## src/hdl/lfofl_pkg.sv

```systemverilog
// ----------------------------------------------------------------------------
// lfofl_pkg
// Shared widths, defaults, datapath command codes and sine polynomial
// coefficients for the flanger block.
// ----------------------------------------------------------------------------
package lfofl_pkg;

   // Default storage sizes.
   localparam int DELAY_DEPTH_DEF     = 512;
   localparam int SINE_TABLE_BITS_DEF = 10;

   // Field and register widths.
   localparam int SAMPLE_W   = 16;
   localparam int DEPTH_W    = 13;
   localparam int PERIOD_W   = 21;
   localparam int CENTER_W   = 9;
   localparam int AMP_W      = 8;
   localparam int CSR_DATA_W = 21;
   localparam int CSR_INDEX_W = 3;

   // Sine polynomial, Q16.
   localparam int  MAG_W       = 17;
   localparam int  POLY_STEPS  = 4;
   localparam logic [MAG_W-1:0] SINE_ONE  = 17'd65536;
   localparam logic [MAG_W-1:0] POLY_SEED = 17'd11;

   // Datapath operations issued by the controller, one per cycle.
   typedef enum logic [4:0] {
      OP_NONE,
      OP_CLEAR,
      OP_TAKE,
      OP_STORE,
      OP_DIV,
      OP_XPOS,
      OP_SQ,
      OP_X2,
      OP_PMUL,
      OP_PSUB,
      OP_XMUL,
      OP_MAG,
      OP_AMP,
      OP_DELAY,
      OP_ADDR,
      OP_RDP,
      OP_RDN,
      OP_INTA,
      OP_INTB,
      OP_MIX,
      OP_SAT,
      OP_PASS
   } dp_op_type;

   typedef struct packed {
      dp_op_type  op;
      logic [1:0] idx;
   } dp_cmd_type;

   typedef struct packed {
      logic enable;
      logic wpos_last;
   } dp_status_type;

   // Horner coefficients, applied from the innermost term outward.
   function automatic logic [MAG_W-1:0] poly_coef(input logic [1:0] idx);
      logic [MAG_W-1:0] coef;
      case (idx)
         2'd0:    coef = 17'd307;
         2'd1:    coef = 17'd5223;
         2'd2:    coef = 17'd42334;
         default: coef = 17'd102944;
      endcase
      return coef;
   endfunction

endpackage

```

## src/hdl/lfofl_ctrl.sv

```systemverilog
// ----------------------------------------------------------------------------
// lfofl_ctrl
// Sequencer for the flanger: clears the delay memory after reset, then
// steps the datapath through one sample at a time and owns the result valid.
// ----------------------------------------------------------------------------
module lfofl_ctrl #(
   parameter int SINE_TABLE_BITS = lfofl_pkg::SINE_TABLE_BITS_DEF
) (
   input  logic                    clock,
   input  logic                    reset,
   input  logic                    req_valid,
   output logic                    req_stall,
   output logic                    rsp_valid,
   input  logic                    rsp_stall,
   output lfofl_pkg::dp_cmd_type   cmd,
   input  lfofl_pkg::dp_status_type status
);
   import lfofl_pkg::*;

   localparam int CW = $clog2(SINE_TABLE_BITS);

   typedef enum logic [4:0] {
      S_CLEAR,
      S_IDLE,
      S_STORE,
      S_DIV,
      S_XPOS,
      S_SQ,
      S_X2,
      S_PMUL,
      S_PSUB,
      S_XMUL,
      S_MAG,
      S_AMP,
      S_DELAY,
      S_ADDR,
      S_RDP,
      S_RDN,
      S_INTA,
      S_INTB,
      S_MIX,
      S_SAT,
      S_PASS
   } state_type;

   state_type       state_ff, state_in;
   logic [CW-1:0]   cnt_ff, cnt_in;
   logic            rsp_valid_ff, rsp_valid_in;
   logic            out_free;
   logic            load_out;

   // The output register can take a result when empty or being drained.
   assign out_free  = !rsp_valid_ff || !rsp_stall;
   assign req_stall = (state_ff != S_IDLE);
   assign rsp_valid = rsp_valid_ff;

   // Next state, step counter and datapath command.
   always_comb begin
      state_in = state_ff;
      cnt_in   = cnt_ff;
      cmd.op   = OP_NONE;
      cmd.idx  = cnt_ff[1:0];
      load_out = 1'b0;
      unique case (state_ff)
         S_CLEAR: begin
            cmd.op = OP_CLEAR;
            if (status.wpos_last) begin
               state_in = S_IDLE;
            end
         end
         S_IDLE: begin
            if (req_valid) begin
               cmd.op   = OP_TAKE;
               state_in = status.enable ? S_STORE : S_PASS;
            end
         end
         S_STORE: begin
            cmd.op   = OP_STORE;
            cnt_in   = '0;
            state_in = S_DIV;
         end
         S_DIV: begin
            cmd.op = OP_DIV;
            if (cnt_ff == CW'(SINE_TABLE_BITS - 1)) begin
               cnt_in   = '0;
               state_in = S_XPOS;
            end else begin
               cnt_in = cnt_ff + 1'b1;
            end
         end
         S_XPOS: begin
            cmd.op   = OP_XPOS;
            state_in = S_SQ;
         end
         S_SQ: begin
            cmd.op   = OP_SQ;
            state_in = S_X2;
         end
         S_X2: begin
            cmd.op   = OP_X2;
            state_in = S_PMUL;
         end
         S_PMUL: begin
            cmd.op   = OP_PMUL;
            state_in = S_PSUB;
         end
         S_PSUB: begin
            cmd.op = OP_PSUB;
            if (cnt_ff == CW'(POLY_STEPS - 1)) begin
               cnt_in   = '0;
               state_in = S_XMUL;
            end else begin
               cnt_in   = cnt_ff + 1'b1;
               state_in = S_PMUL;
            end
         end
         S_XMUL: begin
            cmd.op   = OP_XMUL;
            state_in = S_MAG;
         end
         S_MAG: begin
            cmd.op   = OP_MAG;
            state_in = S_AMP;
         end
         S_AMP: begin
            cmd.op   = OP_AMP;
            state_in = S_DELAY;
         end
         S_DELAY: begin
            cmd.op   = OP_DELAY;
            state_in = S_ADDR;
         end
         S_ADDR: begin
            cmd.op   = OP_ADDR;
            state_in = S_RDP;
         end
         S_RDP: begin
            cmd.op   = OP_RDP;
            state_in = S_RDN;
         end
         S_RDN: begin
            cmd.op   = OP_RDN;
            state_in = S_INTA;
         end
         S_INTA: begin
            cmd.op   = OP_INTA;
            state_in = S_INTB;
         end
         S_INTB: begin
            cmd.op   = OP_INTB;
            state_in = S_MIX;
         end
         S_MIX: begin
            cmd.op   = OP_MIX;
            state_in = S_SAT;
         end
         S_SAT: begin
            if (out_free) begin
               cmd.op   = OP_SAT;
               load_out = 1'b1;
               state_in = S_IDLE;
            end
         end
         S_PASS: begin
            if (out_free) begin
               cmd.op   = OP_PASS;
               load_out = 1'b1;
               state_in = S_IDLE;
            end
         end
         default: begin
            state_in = S_IDLE;
         end
      endcase
   end

   // The result stays valid until taken unless a new one replaces it.
   assign rsp_valid_in = load_out || (rsp_valid_ff && rsp_stall);

   // State and registered outputs.
   always_ff @(posedge clock) begin
      if (reset) begin
         state_ff     <= S_CLEAR;
         cnt_ff       <= '0;
         rsp_valid_ff <= 1'b0;
      end else begin
         state_ff     <= state_in;
         cnt_ff       <= cnt_in;
         rsp_valid_ff <= rsp_valid_in;
      end
   end

endmodule

```

## config.mk

```make
export PLATFORM = sky130hd
export DESIGN_NAME = lfofl_ctrl
export DESIGN_NICKNAME = d
export VERILOG_FILES = /design/src/hdl/lfofl_pkg.sv /design/src/hdl/lfofl_ctrl.sv
export SDC_FILE = /design/constraint.sdc
export NUM_CORES = 1
export LEC_CHECK = 0
export ABC_CLOCK_PERIOD_IN_PS = 1550
export BUFFER_PORTS_ARGS = -buffer_cell sky130_fd_sc_hd__buf_2
export CAP_MARGIN = 30
export CORE_ASPECT_RATIO = 1.1
export CORE_UTILIZATION = 38
export CTS_BUF_LIST = sky130_fd_sc_hd__clkbuf_4 sky130_fd_sc_hd__clkbuf_8
export DETAILED_ROUTE_END_ITERATION = 8
export GPL_TIMING_DRIVEN = 0
export SLEW_MARGIN = 25
export SYNTH_ARGS = -nofsm -noshare
export SYNTH_HDL_FRONTEND = slang
export SYNTH_SLANG_ARGS = --single-unit
```

## constraint.sdc

```tcl
create_clock -name clock -period 1.55 [get_ports clock]
set_input_delay 0.3875 -clock clock [delete_from_list [all_inputs] [get_ports clock]]
set_output_delay 0.3875 -clock clock [all_outputs]
set_load 0.02 [all_outputs]
```

* Word level (Yosys, flattened, before mapping)
Index checks and enable logic that the tools add are counted.
Word-level totals: register bits after elaboration 10, input bits 6, output and inout bits 9, logic and storage cells 56
Operators by class: add/subtract/negate cells 1, equality and inequality tests 27, muxes and demuxes 16, reduce and logical (&&, ||, !) cells 9
Operators with widths (number):
- $pmux 5 s21 | 1
- $pmux 5 s20 | 1
- $eq 5x4->1 const B | 8
- $mux 5 | 7
- $eq 5x5->1 const B | 5
- $eq 5x3->1 const B | 4
- $mux 4 | 3
- $pmux 4 s3 | 1
- $eq 5x2->1 const B | 2
- $ne 2x2->1 const B | 3
- $eq 5x1->1 const B | 1
- $logic_not 5->1 | 1
- $ne 5x1->1 const B | 1
- $add 4x1->4 const B | 1
- $eq 4x2->1 const B | 1
- $eq 4x4->1 const B | 1
- $reduce_and 4->1 | 1
- $reduce_bool 3->1 | 1
- $logic_not 1->1 | 2
- $logic_or 1x1->1 | 2
- $mux 1 | 2
- $mux 2 | 1
- $ne 2x1->1 const B | 1
- $reduce_or 2->1 | 1
- $logic_and 1x1->1 | 1

* Longest topological paths before layout
depth in word-level cells 5, mapped depth 6, mapped depth without buffers 6

* Least setup slack after synthesis
No wires, ideal clock.
path kind flip-flop to output port, from reg state_ff[1], to out cmd[6] (netlist name), arrival time 1.367 ns, required time 1.162 ns, setup slack -0.205 ns, cell stages (with the launch flop) 6, path buffers 2, path through dfxtp_1 -> buf_6 -> clkbuf_1 -> o21ai_0 -> a21oi_1 -> o21ai_0
RTL lines:
- start, declared | line lfofl_ctrl.sv:46 | state_type state_ff, state_in;
- start signal, assigned | line lfofl_ctrl.sv:187 | state_ff <= state_in;
- end, declared | line lfofl_ctrl.sv:15 | output lfofl_pkg::dp_cmd_type cmd,

==> impl_metrics.csv <==
group,metric,value,unit
pwr,leakage,0.474,nW
min_path,hp-start,"reset",
die,start_util,0.416,
die,num_rows,17,
die,die_w,47.5,um
routing,wl_per_cell,14.7,um
setup_path,r2r-end,"state_ff[1]",
routing,drc_errors,0,
logic_synthesis,synth_edf_count,0,
sta,finalClockSkew,4.44,ps
outcome,status,"finished with violations",
layout,fin_util,0.592,
sta,tightest_slew,470,ps
routing,dr_wl_met2,1.28,mm
min_path,min_path_type,"primary input to flop",
routing,top_layer,"met4",
place,dpl-instance-area,987,um2
sta,timing.fmax,0.546,GHz
global_routing,grt_max_degree,11,
cts,cts_buffers,3,
global_routing,grt_antenna_before_repair,0,
routing,first_iter_violations,12,
setup_path,cp.arrival,1450,ps
sta,finalCritPeriodShare,1.18,
logic_synthesis,ys_ff_latch,10,
logic_synthesis,synth_nets,124,
logic_synthesis,synthCells,116,
global_routing,track_usage,0.223,
die,die_area,2480,um2
setup_path,crit_type,"flop to output pin",
layout,area_delta_synth_final,42.4,%
pwr,ir_drop,664,uV
global_routing,grt-ovfl-total,0,
cts,cts_root_buffer,"clkbuf_4",
setup_path,cp_max_fo,5,
sta,finalHoldViolations,0,
die,coreArea,2080,um2
sta,hold_ws,416,ps
logic_synthesis,avgSynthCellArea,7.47,um2
pwr,p_total,1.25,mW
pwr,power_density,1010,nW/um2
setup_path,crit_required,1160,ps
place,dp_hpwl,1.58,mm
routing,drtPass1Iterations,4,
logic_synthesis,ys_types,41,
setup_path,reg2reg_slack,-250,ps
setup_path,start_kind,"flop",
min_path,whs_endpoint,"state_ff[2]",
routing,drt-total-wl,2.52,mm
logic_synthesis,yosys_warnings,0,
outcome,violations,"setup timing",
min_path,hold_depth,3,
routing,vias_per_cell,5.70,
layout,nets,153,
place,dpl.cell_count,158,
routing,postRouteAntennaNets,0,
cts,clk_latency,260,ps
cts,cts_max_level,1,
cts,cts_buffer_depth,2,
layout,final_layout_size_suffix_gt1_frac,0.448,
setup_path,critPathCaptureType,"output pin",
sta,fin_ws,-283,ps
run,maxCapViolations,0,
place,pre_cts_slack,-408,ps
logic_synthesis,async_flop_share,0,
layout,finish.instance_area,1230,um2
cts,cts_tree,"built",
layout,instances_no_fill,171,
place,gp_congestion,0.806,
cts,clkTransAtPathRegs,60,ps
die,die_y,52.1,um
logic_synthesis,synth_area,867,um2
routing,num_vias,974,
routing,met1_length,1.10,mm
sta,setup_viol,10,
sta,rsz0062_at_grt,"yes",
routing,wl_met3,104,um
logic_synthesis,synth_seq_area_share,0.231,
global_routing,grt_pass1_vias,906,
sta,tns,-1490,ps
cts,cts_hold_buffers,0,
layout,antennaDiodeCount,0,
global_routing,grt_first_pass_wirelength,4.00,mm
place,portBuffers,14,
cts,clock_sinks,10,
sta,period_minus_slack,1830,ps
die,pin_count,15,
sta,slew_viol_final,0,
setup_path,timing.rr.start,"state_ff[1]",
logic_synthesis,synthFlopType,"dfxtp_1",
setup_path,worstRegToRegCells,5,
sta,max_slew_margin,0.687,
cell usage after synthesis, drive strengths merged (3+ instances only):
| cell type | n | share of area |
|---|---|---|
| a21oi | 11 | 0.063 |
| nor3 | 5 | 0.029 |
| dfxtp | 10 | 0.23 |
| buf | 7 | 0.052 |
| nand3b | 3 | 0.026 |
| o21ai | 10 | 0.058 |
| nand2 | 7 | 0.030 |
| a31oi | 3 | 0.022 |
| inv | 4 | 0.017 |
| nor3b | 5 | 0.043 |
| nand2b | 4 | 0.029 |
| nor2 | 9 | 0.039 |
| clkbuf | 4 | 0.017 |
how the worst max path moves through the flow:
stage                  end  depth (start not counted)        start  slack, ps
4_1_cts             cmd[4]                          4  state_ff[1]       -310
3_5_place_dp        cmd[6]                          6  state_ff[2]       -410
3_3_place_gp        cmd[6]                          6  state_ff[2]       -360
2_1_floorplan  state_ff[1]                          5  state_ff[1]        -70
5_1_grt             cmd[6]                          5  state_ff[2]       -340
6_report            cmd[6]                          5  state_ff[2]       -280
area by class of cell:
class	count	area (um2)
repair buffers	26	185
clock buffers	3	22.5
flip-flops and latches	10	218
fillers	208	850
well taps	28	35.0
plain buffers	9	82.6
inverters	4	15.0
multi-input cells	91	677
cell usage in the layout (no fill, tap or decap), drive strengths merged, types with 3 or more instances in the layout:
cell type,count
clkbuf,5
nor3b,5
nand2,7
nor2,9
inv,4
o21ai,10
nor3,5
buf,33
nand2b,4
a21oi,11
nand3b,3
a31oi,3
dfxtp,10
flip-flops by register name, indices dropped and copies added (netlist names):
signal	flops
cnt_ff	4
rsp_valid	1
state_ff	5
where the power goes:
group          leakage (nW)  switching, mW  internal [mW]
clock                0.0138         0.0840         0.0895
combinational         0.375          0.377          0.361
sequential           0.0849         0.0479          0.293
layer usage:
layer	global-route usage	up-vias
li1	-	478
met1	0.280	463
met2	0.365	27
met3	0.0382	6
met4	0.0926	0
met5	0	-
worst max-delay path: stages (launching register included):
cell,delay (ps)
dfxtp_2,350
buf_6,130
nand3_2,80
or3b_4,410
o21ai_2,80
buf_6,130
what timing repair did:
item	4_1_cts	5_1_grt
endpoints found under the setup margin	14	15
cloned	0	1
gates resized for setup	37	18
pin swaps	8	4
setup buffers	8	3
kinds of logic after synthesis:
group | count (synthesis) | share of synthesized area
AND/OR/NAND/NOR | 44 | 0.293
flip-flops | 10 | 0.231
multiplexers | 2 | 0.0260
AO/OA/AOI/OAI | 41 | 0.315
XOR/XNOR | 2 | 0.0202
buffers and inverters | 15 | 0.0866
adder cells (fa/ha/maj) | 2 | 0.0289
Power figures use the tool's default switching activity.
